===== config.mk =====
export PLATFORM = sky130hd
export DESIGN_NAME = circular_deque_with_search
export DESIGN_NICKNAME = d
export VERILOG_FILES = /design/src/rtl/cdq_pkg.sv /design/src/rtl/circular_deque_with_search.sv
export SDC_FILE = /design/constraint.sdc
export NUM_CORES = 1
export LEC_CHECK = 0
export BUFFER_PORTS_ARGS = -buffer_cell sky130_fd_sc_hd__clkbuf_2
export CAP_MARGIN = 20
export CORE_ASPECT_RATIO = 0.9
export CORE_MARGIN = 4
export CORE_UTILIZATION = 55
export CTS_CLUSTER_DIAMETER = 80
export DETAILED_ROUTE_END_ITERATION = 8
export PLACE_DENSITY = 0.85
export SYNTH_ARGS = -nofsm -noshare
export SYNTH_HDL_FRONTEND = slang
export SYNTH_SLANG_ARGS = --single-unit

===== constraint.sdc =====
create_clock -name clk -period 4 [get_ports clk]
set_input_delay 0.8 -clock clk [delete_from_list [all_inputs] [get_ports clk]]
set_output_delay 0.8 -clock clk [all_outputs]
set_load 0.1 [all_outputs]

===== src/rtl/cdq_pkg.sv =====
// ----------------------------------------------------------------------------
// cdq_pkg
// Shared types and constants for the circular deque with key search.
// ----------------------------------------------------------------------------
package cdq_pkg;

  localparam int DEPTH_DEF = 16;
  localparam int OPCODE_W  = 3;
  localparam int VALUE_W   = 32;
  localparam int STATUS_W  = 2;
  localparam int OCC_W     = 5;

  localparam logic [OPCODE_W-1:0] OP_INS_HEAD = 3'd0;
  localparam logic [OPCODE_W-1:0] OP_INS_TAIL = 3'd1;
  localparam logic [OPCODE_W-1:0] OP_DEL_HEAD = 3'd2;
  localparam logic [OPCODE_W-1:0] OP_DEL_TAIL = 3'd3;
  localparam logic [OPCODE_W-1:0] OP_SEARCH   = 3'd4;

  localparam logic [STATUS_W-1:0] ST_DONE  = 2'd0;
  localparam logic [STATUS_W-1:0] ST_EMPTY = 2'd1;
  localparam logic [STATUS_W-1:0] ST_FULL  = 2'd2;

  typedef enum logic [1:0] {
    S_IDLE = 2'b01,
    S_SCAN = 2'b10
  } state_t;

endpackage


===== src/rtl/circular_deque_with_search.sv =====
// ----------------------------------------------------------------------------
// circular_deque_with_search
// Bounded ring deque of 32-bit words with head/tail insert, head/tail delete
// and a key search that walks the stored entries with one comparator.
// ----------------------------------------------------------------------------
// An operation is taken when start is high and busy is low. Inserts, deletes,
// unused opcodes and a search of an empty store report in the next cycle; a new
// operation may be started in that same cycle. A search reads one ring entry
// per cycle through the registered read port of the entry memory and checks
// it with a single comparator; it reports when a word matches or after the last
// stored entry is checked, with busy high meanwhile. Each result is shown for one
// cycle with done high and cannot be held off. No clearing pass is needed
// after reset.
// ----------------------------------------------------------------------------
module circular_deque_with_search #(
  parameter int DEPTH = cdq_pkg::DEPTH_DEF
) (
  input  logic                                clk,
  input  logic                                rst,
  input  logic                                start,
  output logic                                busy,
  input  logic        [cdq_pkg::OPCODE_W-1:0] opcode,
  input  logic signed [cdq_pkg::VALUE_W-1:0]  value,
  output logic                                done,
  output logic        [cdq_pkg::STATUS_W-1:0] status,
  output logic                                found,
  output logic        [cdq_pkg::OCC_W-1:0]    occupancy
);
  import cdq_pkg::*;

  localparam int IW = (DEPTH > 1) ? $clog2(DEPTH) : 1;
  localparam int CW = $clog2(DEPTH + 1);
  localparam logic [IW-1:0] LAST_POS = IW'(DEPTH - 1);
  localparam logic [CW-1:0] FULL_CNT = CW'(DEPTH);
  localparam logic [IW:0]   DEPTH_X  = (IW + 1)'(DEPTH);

  logic [VALUE_W-1:0] mem [DEPTH];
  logic [VALUE_W-1:0] rd_data;

  state_t             state;
  logic [IW-1:0]      front;
  logic [CW-1:0]      count;
  logic [IW-1:0]      scan_pos;
  logic [CW-1:0]      scan_idx;
  logic               rd_pend;
  logic [VALUE_W-1:0] key;

  logic               accept;
  logic               is_full;
  logic               is_empty;
  logic [IW-1:0]      head_prev;
  logic [IW-1:0]      head_next;
  logic [IW:0]        tail_sum;
  logic [IW-1:0]      tail_pos;
  logic [IW-1:0]      scan_pos_next;
  logic               issuing;
  logic               hit;
  logic               wr_en;
  logic [IW-1:0]      wr_addr;

  assign busy     = (state != S_IDLE);
  assign accept   = start && !busy;
  assign is_full  = (count == FULL_CNT);
  assign is_empty = (count == '0);

  assign head_prev     = (front == '0) ? LAST_POS : front - IW'(1);
  assign head_next     = (front == LAST_POS) ? '0 : front + IW'(1);
  assign tail_sum      = {1'b0, front} + (IW + 1)'(count);
  assign tail_pos      = (tail_sum >= DEPTH_X) ? IW'(tail_sum - DEPTH_X) : tail_sum[IW-1:0];
  assign scan_pos_next = (scan_pos == LAST_POS) ? '0 : scan_pos + IW'(1);
  assign issuing       = (scan_idx != count);
  assign hit           = rd_pend && (rd_data == key);

  assign wr_en   = accept && !is_full &&
                   ((opcode == OP_INS_HEAD) || (opcode == OP_INS_TAIL));
  assign wr_addr = (opcode == OP_INS_HEAD) ? head_prev : tail_pos;

  always_ff @(posedge clk) begin
    if (wr_en) begin
      mem[wr_addr] <= value;
    end
    rd_data <= mem[scan_pos];
  end

  always_ff @(posedge clk) begin
    if (accept) begin
      key <= value;
    end
  end

  always_ff @(posedge clk) begin
    if (rst) begin
      state     <= S_IDLE;
      front     <= '0;
      count     <= '0;
      scan_pos  <= '0;
      scan_idx  <= '0;
      rd_pend   <= 1'b0;
      done      <= 1'b0;
      status    <= ST_DONE;
      found     <= 1'b0;
      occupancy <= '0;
    end else begin
      done <= 1'b0;
      unique case (state)
        S_IDLE: begin
          rd_pend <= 1'b0;
          if (accept) begin
            found     <= 1'b0;
            status    <= ST_DONE;
            occupancy <= OCC_W'(count);
            done      <= 1'b1;
            case (opcode)
              OP_INS_HEAD: begin
                if (is_full) begin
                  status <= ST_FULL;
                end else begin
                  front     <= head_prev;
                  count     <= count + CW'(1);
                  occupancy <= OCC_W'(count + CW'(1));
                end
              end
              OP_INS_TAIL: begin
                if (is_full) begin
                  status <= ST_FULL;
                end else begin
                  count     <= count + CW'(1);
                  occupancy <= OCC_W'(count + CW'(1));
                end
              end
              OP_DEL_HEAD: begin
                if (is_empty) begin
                  status <= ST_EMPTY;
                end else begin
                  front     <= head_next;
                  count     <= count - CW'(1);
                  occupancy <= OCC_W'(count - CW'(1));
                end
              end
              OP_DEL_TAIL: begin
                if (is_empty) begin
                  status <= ST_EMPTY;
                end else begin
                  count     <= count - CW'(1);
                  occupancy <= OCC_W'(count - CW'(1));
                end
              end
              OP_SEARCH: begin
                if (is_empty) begin
                  status <= ST_EMPTY;
                end else begin
                  done     <= 1'b0;
                  scan_pos <= front;
                  scan_idx <= '0;
                  state    <= S_SCAN;
                end
              end
              default: begin
              end
            endcase
          end
        end
        S_SCAN: begin
          // issue one read per cycle, compare the word read last cycle
          if (issuing) begin
            scan_pos <= scan_pos_next;
            scan_idx <= scan_idx + CW'(1);
          end
          rd_pend <= issuing;
          if (hit || (!issuing && !rd_pend)) begin
            rd_pend   <= 1'b0;
            done      <= 1'b1;
            status    <= ST_DONE;
            found     <= hit;
            occupancy <= OCC_W'(count);
            state     <= S_IDLE;
          end
        end
        default: begin
          state <= S_IDLE;
        end
      endcase
    end
  end

`ifndef NO_ASSERTIONS
  a_count_bound: assert property (@(posedge clk) disable iff (rst)
    count <= FULL_CNT)
    else $error("entry count above depth");

  a_done_idle: assert property (@(posedge clk) disable iff (rst)
    done |-> !busy)
    else $error("result shown while busy");

  a_accept_progress: assert property (@(posedge clk) disable iff (rst)
    accept |=> (done || busy))
    else $error("accepted operation neither reported nor in progress");

  a_found_status: assert property (@(posedge clk) disable iff (rst)
    (done && found) |-> (status == ST_DONE))
    else $error("hit reported with error status");

  a_pend_scan: assert property (@(posedge clk) disable iff (rst)
    rd_pend |-> (state == S_SCAN))
    else $error("read pending outside scan");
`endif

endmodule

==> metrics.md, run 1 <==
| Metric | Value |
|---|---|
| Final wirelength | `51,400 um` |
| RSZ-0062 raised after global routing | `no` |
| Fin area | `26,500 um2` |
| Crit path max fanout | `18` |
| Pin count of the biggest net entering global routing | `70` |
| Count of unique library cells instantiated by Yosys | `64` |
| Fillcell total | `2,675` |
| Synth Area per Inst | `20.7 um2` |
| Die Span X | `226 um` |
| Setup tns final | `0 ns` |
| Final total power | `between 10,000 and 15,000 uW` |
| Slew @ Worst Pin | `1.15 ns` |
| Top-area cell type share of the netlist area | `between 60% and 70%` |
| I/O Buffers | `47` |
| Setup Viol. Count Final | `0` |
| P_leak | `0.00828 uW` |
| Setup crit start kind | `flip-flop` |
| Syn nets | `1,180` |
| Final min period | `3.36 ns` |
| FP Rows | `71` |
| TritonCTS clock tree | `yes` |
| Most common cell in the netlist | `edfxtp_1` |
| Max-slew headroom at the worst pin | `between 20% and 30%` |
| EDFF count, synth | `544` |
| Synthesis warning total | `0` |
| Layout cells sized above 1 | `28.1%` |
| Final ANT Viol Nets | `0` |
| Routability cong. | `0.847` |
| HPWL Detailed | `roughly 28,000 um` |
| 1st-pass router iterations | `5` |
| Synth top cells by count | `544 x edfxtp_1, 160 x mux4_2, 62 x dfxtp_1` |
| Vias in the first global route | `12,000` |
| Drt first-iter violations | `~1,700` |
| Crit path required time | `4.25 ns` |
| Initial antenna violation count | `1` |
| Hold crit path type | `reg -> reg` |
| DRC Markers | `0` |
| Biggest area consumer among synthesized cells | `edfxtp_1` |
| Setup Buffers After CTS | `0` |
| Initial Utilization | `55.9%` |
| Fraction of registers with async set/reset | `0%` |
| H-tree Lvls | `2` |
| Clock latency on the worst-skew pair | `0.61 ns` |
| Dpl cells | `1,703` |
| Kind of critical path | `reg -> reg` |
| Hold Crit Start | `status[1]$_SDFFE_PP0P_` |
| CTS Buf Count | `55` |
| Clk buf depth | `3` |
| Ranking of synthesized cells by area | `edfxtp_1 70%, mux4_2 15%, dfxtp_1 5.3%` |
| Final nets | `1,263` |
| Worst r2r src | `count[1]$_SDFFE_PP0P_` |
| Die area | `46,000 um2` |
| Vias per inst | `6.40` |
| Finished Layout Cells | `1,805` |
| Max VDD drop | `0.458 mV` |
| Fmax | `0.298 GHz` |
| DR vias | `between 10,000 and 15,000` |
| #FFs+latches synth | `606` |
| First-pass GRT wire length | `78,200 um` |
| Aggregate global routing overflow | `0` |
| Max Cap Viol | `0` |
| Post-synthesis instance total | `roughly 1,100` |
| Crit path DAT | `3.61 ns` |
| Die Height | `204 um` |
| CP endpoint kind | `flip-flop` |
| Power per cell area | `a little under 500 nW/um2` |
| Clock sink total | `606` |
| Final Cycle Share | `84.0%` |
| GR Util All Layers | `23.0%` |
| DR WL/cell | `28.5 um` |
| Area Overhead vs Synth | `13.0%` |
| # IOs | `48` |
| Antenna diodes | `0` |
| Hold_buf cts | `0` |
| Slew Viols, Final | `0` |
| Mapped cell area | `23,400 um2` |
| Status | `complete, no violations` |
| Crit path launch | `count[1]$_SDFFE_PP0P_` |
| Worst-path clk slew | `0.06 ns` |
| Root buffer cell | `clkbuf_16` |
| Register area share after synthesis | `75.0%` |
| Resize count post-CTS | `0` |
| Core area | `41,900 um2` |
| DP Area | `24,700 um2` |
| Fin. Hold Viols | `0` |
| Top FF cell, synth | `edfxtp_1` |
| Clk_skew | `0.0245 ns` |
## critical path: stages, from the launching register on
cell and delay [ns]:
dfxtp_1 0.53, inv_1 0.16, ha_1 0.25, nor3b_4 0.18, a211oi_1 0.67, nand4_1 0.60
nor2_4 0.27, buf_4 0.33
## state kept, by name, summed over array words and instances, names as in the netlist
signal and cells:
rd_pend 1, scan_idx 5, key 32, status 2, done 1, mem 512
scan_pos 4, front 4, found 1, count 5, occupancy 5, rd_data 32
state 2
## path summary, 6_finish.rpt
path | end | slack [ns] | depth (start not counted)
setup / recovery | mem[2][25]$_DFFE_PP_ | 0.64 | 7
hold / removal | status[1]$_SDFFE_PP0P_ | 0.47 | 2
setup reg to reg | mem[2][25]$_DFFE_PP_ | 0.64 | 7
hold reg to reg | status[1]$_SDFFE_PP0P_ | 0.47 | 2
## layout by cell type (no fill, tap or decap), types with 4 or more instances in the layout
cell type   instances
a211oi_1            6
a21oi_1            10
a31oi_1             4
buf_12             14
buf_4              15
bufinv_16           4
clkbuf_1           10
clkbuf_16          55
clkbuf_2           47
clkbuf_8            7
clkinv_1           10
clkinv_2            9
clkinvlp_4          4
dfxtp_1            58
edfxtp_1          544
ha_1               11
inv_1              19
mux2i_1             8
mux4_2            160
nand2_1            41
nand2b_1           19
nand3_1            13
nand4_1             9
nor2_1             26
nor2_4             16
nor4_1              5
o211ai_1            5
o21ai_0            16
xnor2_1            29
xor2_1             13
## cell families (layout without fill, tap and decap cells)
family	Yosys count	after routing	synth area share (%)
DFF	606	606	75.0
muxes	171	171	15.9
and+or+nand+nor	155	155	3.41
AOI/OAI and AO/OA	75	75	2.31
buffers and inverters	69	197	1.17
xor gates and xnor gates	42	42	1.57
adders and majority gates	12	12	0.673
## area by class of cell
class / instances / area, um2 / area share [%]
repair buffers: 76 / 628 / 2.37
inverters: 19 / 71.3 / 0.269
clock inverters: 30 / 302 / 1.14
multi-input cells: 455 / 5700 / 21.5
clock buffers: 72 / 1510 / 5.70
flip-flops and latches: 606 / 17600 / 66.4
well taps: 547 / 684 / 2.58
## per-layer routing
| metal | GRT usage (%) | vias to the layer above | routed length (um) |
|---|---|---|---|
| met1 | 32.5 | 5949 | 19500 |
| met5 | 0 | - | 11 |
| met3 | 5.17 | 112 | 4920 |
| met2 | 37.1 | 670 | 25500 |
| met4 | 6.32 | 2 | 1440 |
| li1 | - | 4815 | - |
## where the power goes
group	total [uW]	internal (uW)	switching [uW]	leakage (uW)
clock	5230	2930	2300	0.000875
combinational	544	173	371	0.00197
sequential	7040	6980	56.1	0.00543
total	12800	10100	2720	0.00828
## through the flow
step | utilization [%] | setup slack [ns] | hold WS [ns]
2_1_floorplan | - | 0.217 | 0.471
3_3_place_gp | 58.8 | 0.648 | 0.446
3_5_place_dp | 58.8 | 0.588 | 0.462
4_1_cts | 63.2 | 0.725 | 0.470
5_1_grt | 63.2 | 0.533 | 0.495
6_report | 63.2 | 0.641 | 0.467
(Power assumes the default switching activity.)
==> run 2: changes to the inputs <==
- PLACE_DENSITY: 0.85 -> 0.82
- clock period: 4 -> 3.4 ns (I/O delays scaled with it)
==> run 2 against run 1 <==
Net effect: design area grew 0.70%; total power grew 20%; critical endpoint is now mem[0][22]$_DFFE_PP_; final cell count grew 1.3%; sequential share of layout area shrank 0.46 points; utilization grew 0.44 points; sequential power grew 18%.
==> metrics.md, run 2 (synthesized netlist as in run 1, its figures left out) <==
| Metric | Value |
|---|---|
| Status | `complete, no violations` |
| HPWL Detailed | `28,200 um (-0.34%)` |
| TritonCTS clock tree | `yes` |
| DRC Markers | `0 (unchanged)` |
| Leading cell type in the layout, fill and taps excluded | `edfxtp_1` |
| Pin count of the biggest net entering global routing | `71 (+1.4%)` |
| Max-slew headroom at the worst pin | `40.0% (+17 points)` |
| Slew Viols, Final | `0 (unchanged)` |
| Aggregate global routing overflow | `0 (unchanged)` |
| DR vias | `11,600 (+0.24%)` |
| Area Overhead vs Synth | `13.8%` |
| RSZ-0062 raised after global routing | `no` |
| Final ANT Viol Nets | `0 (unchanged)` |
| Final total power | `15,300 uW (+20%)` |
| Initial Utilization | `55.9% (unchanged)` |
| Routability cong. | `0.856 (+1.1%)` |
| GR Util All Layers | `22.7% (-0.32 points)` |
| Largest register FFs | `512 (unchanged)` |
| Dpl cells | `1,722 (+1.1%)` |
| Fin. Hold Viols | `0 (unchanged)` |
| Setup Buffers After CTS | `0 (unchanged)` |
| Final Util | `63.6% (+0.44 points)` |
| Die area | `46,000 um2 (unchanged)` |
| CTS Buf Count | `57 (+3.6%)` |
| P_leak | `0.00842 uW (+1.7%)` |
| Worst r2r src | `front[0]$_SDFFE_PP0P_` |
| Final wirelength | `51,000 um (-0.68%)` |
| Final nets | `1,284 (+1.7%)` |
| Clk_skew | `0.0369 ns (+0.0123 ns)` |
| Crit path DAT | `3.23 ns (-0.38 ns)` |
| Most frequent cells in the layout | `544 x edfxtp_1, 160 x mux4_2, 58 x clkbuf_16, 58 x dfxtp_1, 47 x clkbuf_2` |
| Kind of critical path | `reg -> reg` |
| CP endpoint kind | `flip-flop` |
| Final min period | `2.97 ns (-0.390 ns)` |
| FP Rows | `71 (unchanged)` |
| Final Cycle Share | `87.3% (+3.4 points)` |
| Vias in the first global route | `12,000 (-0.68%)` |
| Root buffer cell | `clkbuf_16` |
| Clock latency on the worst-skew pair | `0.62 ns (about the same)` |
| I/O Buffers | `47 (unchanged)` |
| DP Area | `24,800 um2 (+0.38%)` |
| Crit path required time | `3.66 ns (-0.59 ns)` |
| Setup Viol. Count Final | `0 (unchanged)` |
| Drt first-iter violations | `1,447 (-17%)` |
| Antenna diodes | `0 (unchanged)` |
| DR WL/cell | `27.9 um (-1.9%)` |
| H-tree Lvls | `2 (unchanged)` |
| Hold crit path type | `in -> reg` |
| Crit path max fanout | `23 (+5)` |
| Initial antenna violation count | `3 (+2)` |
| Top reg by flops | `mem` |
| Max VDD drop | `0.451 mV (-1.4%)` |
| Fmax | `0.337 GHz (+13%)` |
| Max Cap Viol | `0 (unchanged)` |
| Die Span X | `226 um (unchanged)` |
| Sequential cell area | `17,600 um2 (unchanged)` |
| Vias per inst | `6.33 (-1.0%)` |
| Crit path launch | `front[0]$_SDFFE_PP0P_` |
| 1st-pass router iterations | `5 (unchanged)` |
| Resize count post-CTS | `0 (unchanged)` |
| Slew @ Worst Pin | `0.900 ns (-0.255 ns)` |
| Setup crit start kind | `flip-flop` |
| First-pass GRT wire length | `76,900 um (-1.6%)` |
| Clk buf depth | `3 (unchanged)` |
| Core area | `41,900 um2 (unchanged)` |
| Fin area | `26,700 um2 (+0.70%)` |
| Regs by FF count | `mem: 512 flops, key: 32 flops, rd_data: 32 flops` |
| Multi-input gate area | `5700 um2 (unchanged)` |
| Clock sink total | `606 (unchanged)` |
| Hold_buf cts | `0 (unchanged)` |
| Power per cell area | `574 nW/um2 (+19%)` |
| Finished Layout Cells | `1,828 (+1.3%)` |
| # IOs | `48 (unchanged)` |
| Fillcell total | `2,673 (-0.075%)` |
| Worst-path clk slew | `0.06 ns (about the same)` |
| Layout cells sized above 1 | `29.1% (+0.98 points)` |
| Die Height | `204 um (unchanged)` |
| Hold Crit Start | `start` |
run 2: stage by stage:
| step | worst slack [ns] | hold slack, ns | setup TNS [ns] |
|---|---|---|---|
| finish | 0.431 | 0.411 | 0 |
| global route | 0.275 | 0.415 | 0 |
| CTS | 0.453 | 0.391 | 0 |
| detailed placement | 0.441 | 0.467 | 0 |
| floorplan | -0.263 | 0.471 | -127.67 |
| global placement | 0.523 | 0.449 | 0 |
run 2: layer usage:
metal	routed length, um	up-vias	GRT usage (%)
met5	30	-	0
li1	-	4851	-
met1	19900	6015	32.1
met4	1530	4	7.26
met3	4330	115	4.45
met2	25300	591	36.5
run 2: final cells by class:
class | count | share of cell area, %
clock buffer | 76 | 5.81
multi-input combinational | 455 | 21.4
timing repair buffer | 95 | 2.70
sequential | 606 | 65.9
clock inverter | 30 | 1.33
tap | 547 | 2.57
inverter | 19 | 0.267
run 2: final timing paths:
| path | cells past startpoint | endpoint | slack (ns) |
|---|---|---|---|
| setup / recovery | 8 | mem[0][22]$_DFFE_PP_ | 0.43 |
| hold / removal | 3 | found$_SDFFE_PP0P_ | 0.41 |
| setup reg to reg | 8 | mem[0][22]$_DFFE_PP_ | 0.43 |
| hold reg to reg | 2 | status[0]$_SDFFE_PP0P_ | 0.47 |
run 2: where the power goes:
part	total (uW)	switching (uW)	internal [uW]
Clock	6410	2730	3680
Combinational	628	424	205
Sequential	8280	62.4	8220
Total	15300	3210	12100
run 2: worst max-delay path: stages, from the launching register on:
cell and delay (ns):
dfxtp_1 0.52, ha_1 0.23, inv_1 0.05, fa_1 0.48
mux2i_1 0.11, nor3_1 0.28, nand2_1 0.31, nor2_4 0.21
buf_4 0.41
==> run 3: changes to the inputs <==
- CORE_UTILIZATION: 55 -> 57
- PLACE_DENSITY: 0.82 -> 0.85
==> run 3 against run 2 <==
Net effect: global-route usage is 1.5 points higher; first-iteration DRC count rose by 26%; critical path depth decreased by 1; flip-flop and latch count stayed put; count of clock-buffer cells in the layout shrank 9; maximum frequency shrank 6.9%; clock skew down 0.0022 ns; routed wire length rose by 3.8%; setup slack lost 0.22 ns; via count increased by 0.71%; largest cell class unchanged; largest power group unchanged.
==> metrics.md, run 3 (synthesized netlist as in run 1, its figures left out) <==
| Metric | Value |
|---|---|
| Dpl cells | `1,703 (-1.1%)` |
| Hold_buf cts | `0 (unchanged)` |
| DRC Markers | `0 (unchanged)` |
| Final nets | `1,269 (-1.2%)` |
| CTS Buf Count | `54 (-5.3%)` |
| Power per cell area | `578 nW/um2 (+0.65%)` |
| Die Span X | `222 um (-1.7%)` |
| Leading cell type in the layout, fill and taps excluded | `edfxtp_1` |
| Kind of critical path | `reg -> reg` |
| Regs by FF count | `mem: 512 flops, key: 32 flops, rd_data: 32 flops` |
| Final ANT Viol Nets | `0 (unchanged)` |
| Die area | `44,400 um2 (-3.4%)` |
| Fin area | `26,700 um2 (about the same)` |
| Worst path max stage delay | `0.59 ns (+0.07 ns)` |
| Worst r2r path cells | `7 (-1)` |
| TritonCTS clock tree | `yes` |
| Largest register FFs | `512 (unchanged)` |
| Fillcell total | `2,461 (-7.9%)` |
| Initial Utilization | `57.7% (+1.8 points)` |
| Placement Setup Slack | `0.342 ns (-0.0983 ns)` |
| Clock latency on the worst-skew pair | `0.62 ns (about the same)` |
| Vias per inst | `6.46 (+2.0%)` |
| Reg2Reg Setup Slack | `0.21 ns (-0.22 ns)` |
| Cells along the critical path | `inv_1 -> ha_1 -> nor3b_4 -> a211oi_1 -> nand4b_1 -> nor2_4 -> buf_4` |
| First-pass GRT wire length | `80,000 um (+4.0%)` |
| Max Cap Viol | `0 (unchanged)` |
| CP endpoint kind | `flip-flop` |
| Hold Crit Start | `start` |
| Clock sink total | `606 (unchanged)` |
| Status | `complete, no violations` |
| Pin count of the biggest net entering global routing | `39 (-45%)` |
| Worst reg2reg path endpoint | `mem[3][1]$_DFFE_PP_` |
| Fin. Hold Viols | `0 (unchanged)` |
| Hold endpoint | `found$_SDFFE_PP0P_` |
| Clk buf depth | `3 (unchanged)` |
| H-tree Lvls | `2 (unchanged)` |
| HPWL Detailed | `27,900 um (-0.84%)` |
| Slew @ Worst Pin | `0.867 ns (-0.0327 ns)` |
| Final wirelength | `53,000 um (+3.8%)` |
| Multi-input gate area | `5700 um2 (unchanged)` |
| Net Sw Frac | `21.0% (about the same)` |
| Crit path max fanout | `17 (-26%)` |
| Max VDD drop | `0.440 mV (-2.5%)` |
| Worst r2r src | `count[1]$_SDFFE_PP0P_` |
| Aggregate global routing overflow | `0 (unchanged)` |
| Clk_skew | `0.0346 ns (-0.00222 ns)` |
| Most frequent cells in the layout | `544 x edfxtp_1, 160 x mux4_2, 58 x dfxtp_1, 55 x clkbuf_16, 47 x clkbuf_2` |
| Core area | `40,600 um2 (-3.1%)` |
| Crit path required time | `3.67 ns (about the same)` |
| Finished Layout Cells | `1,804 (-1.3%)` |
| Setup tns final | `0 ns (unchanged)` |
| Worst-path clk slew | `0.07 ns (about the same)` |
| Setup Buffers After CTS | `0 (unchanged)` |
| Worst hold path cell count | `3 (unchanged)` |
| DP Area | `24,800 um2 (about the same)` |
| Fmax | `0.313 GHz (-6.9%)` |
| Setup crit start kind | `flip-flop` |
| Routability cong. | `0.850 (-0.72%)` |
| Comb power frac | `4.1% (about the same)` |
| Seq pwr share | `53.7% (-0.3 points)` |
| Max-slew headroom at the worst pin | `41.4% (+1.4 points)` |
| FP Rows | `70 (-1.4%)` |
| DR WL/cell | `29.4 um (+5.2%)` |
| # IOs | `48 (unchanged)` |
| Hold crit path type | `in -> reg` |
| RSZ-0062 raised after global routing | `no` |
| Critical-path top delay cell | `a211oi_1` |
| Slew Viols, Final | `0 (unchanged)` |
| 1st-pass router iterations | `5 (unchanged)` |
| Final Cycle Share | `93.8% (+6.5 points)` |
| I/O Buffers | `47 (unchanged)` |
| Psw | `3240 uW (+0.67%)` |
| Setup ws final | `0.210 ns (-0.221 ns)` |
| Area Overhead vs Synth | `13.8% (about the same)` |
| Setup Viol. Count Final | `0 (unchanged)` |
| Part of the power in the clock network | `42.1% (+0.2 points)` |
| Drt first-iter violations | `1,818 (+26%)` |
| Vias in the first global route | `12,000 (+0.33%)` |
| Final min period | `3.19 ns (+0.221 ns)` |
| Crit path DAT | `3.46 ns (+0.23 ns)` |
| Sequential cell area | `17,600 um2 (unchanged)` |
| GR Util All Layers | `24.2% (+1.5 points)` |
| P_leak | `0.00838 uW (-0.46%)` |
| Final total power | `15,400 uW (+0.64%)` |
| P_int | `12,200 uW (+0.64%)` |
| Resize count post-CTS | `0 (unchanged)` |
| Top reg by flops | `mem` |
| Root buffer cell | `clkbuf_16` |
| Initial antenna violation count | `1 (-2)` |
| Die Height | `200 um (-1.7%)` |
| DR vias | `11,700 (+0.71%)` |
| Layout cells sized above 1 | `29.1% (about the same)` |
run 3: cell count changes in the layout (fill, tap and decap cells not counted), moves of 2 or more:
cell | previous run | this run
clkinv_1 | 9 | 4
inv_8 | 2 | 0
clkbuf_1 | 15 | 8
clkinvlp_4 | 1 | 3
bufinv_16 | 6 | 9
buf_4 | 38 | 18
clkbuf_16 | 58 | 55
clkinv_2 | 7 | 15
clkinv_4 | 3 | 0
buf_12 | 10 | 18
run 3: how the worst max path moves through the flow:
| stage | startpoint | end | slack [ns] | depth (start not counted) |
|---|---|---|---|---|
| floorplan | opcode[1] | mem[4][0]$_DFFE_PP_ | -0.26 | 6 |
| global placement | count[1]$_SDFFE_PP0P_ | mem[3][25]$_DFFE_PP_ | 0.43 | 7 |
| detailed placement | count[1]$_SDFFE_PP0P_ | mem[3][20]$_DFFE_PP_ | 0.34 | 7 |
| CTS | count[1]$_SDFFE_PP0P_ | mem[3][1]$_DFFE_PP_ | 0.28 | 7 |
| global route | count[1]$_SDFFE_PP0P_ | mem[3][23]$_DFFE_PP_ | 0.003 | 7 |
| finish | count[1]$_SDFFE_PP0P_ | mem[3][1]$_DFFE_PP_ | 0.21 | 7 |
run 3: worst max-delay path: cells and delay by family (launching register included):
| kind | cells | cell delay, ns |
|---|---|---|
| and+or+nand+nor | 3 | 1.01 |
| DFF | 1 | 0.54 |
| AOI/OAI and AO/OA | 1 | 0.59 |
| buffers and inverters | 2 | 0.48 |
| adders and majority gates | 1 | 0.24 |
run 3: power groups by stage:
stage	registers, uW	clock network (uW)	logic, uW
after floorplan	8450	0	331
after global placement	8430	0	596
after detailed placement	8440	0	618
after CTS	8280	6580	631
after global routing	8290	6920	680
final	8290	6500	636
run 3: layout make-up:
cell class	count	area share, %
Tap cell	540	2.53
Sequential cell	606	65.9
Timing Repair Buffer	83	2.74
Inverter	19	0.267
Clock inverter	33	1.64
Multi-Input combinational cell	455	21.4
Antenna cell	1	0.00938
Clock buffer	67	5.48
run 3: metrics by stage:
stage | hold WS (ns) | util, %
floorplan | 0.471 | -
global route | 0.444 | 65.6
detailed placement | 0.469 | 60.9
finish | 0.415 | 65.6
CTS | 0.386 | 65.6
global placement | 0.444 | 60.9
run 3: metal layers:
metal / routed length, um / share of wire, % / vias to the layer above / track usage (%)
met1: 20100 / 38 / 6062 / 33.7
met5: 0 / 0 / - / 0
met4: 1590 / 3.0 / 0 / 7.33
met2: 26600 / 50 / 643 / 39.8
met3: 4670 / 8.8 / 117 / 4.51
li1: - / - / 4836 / -
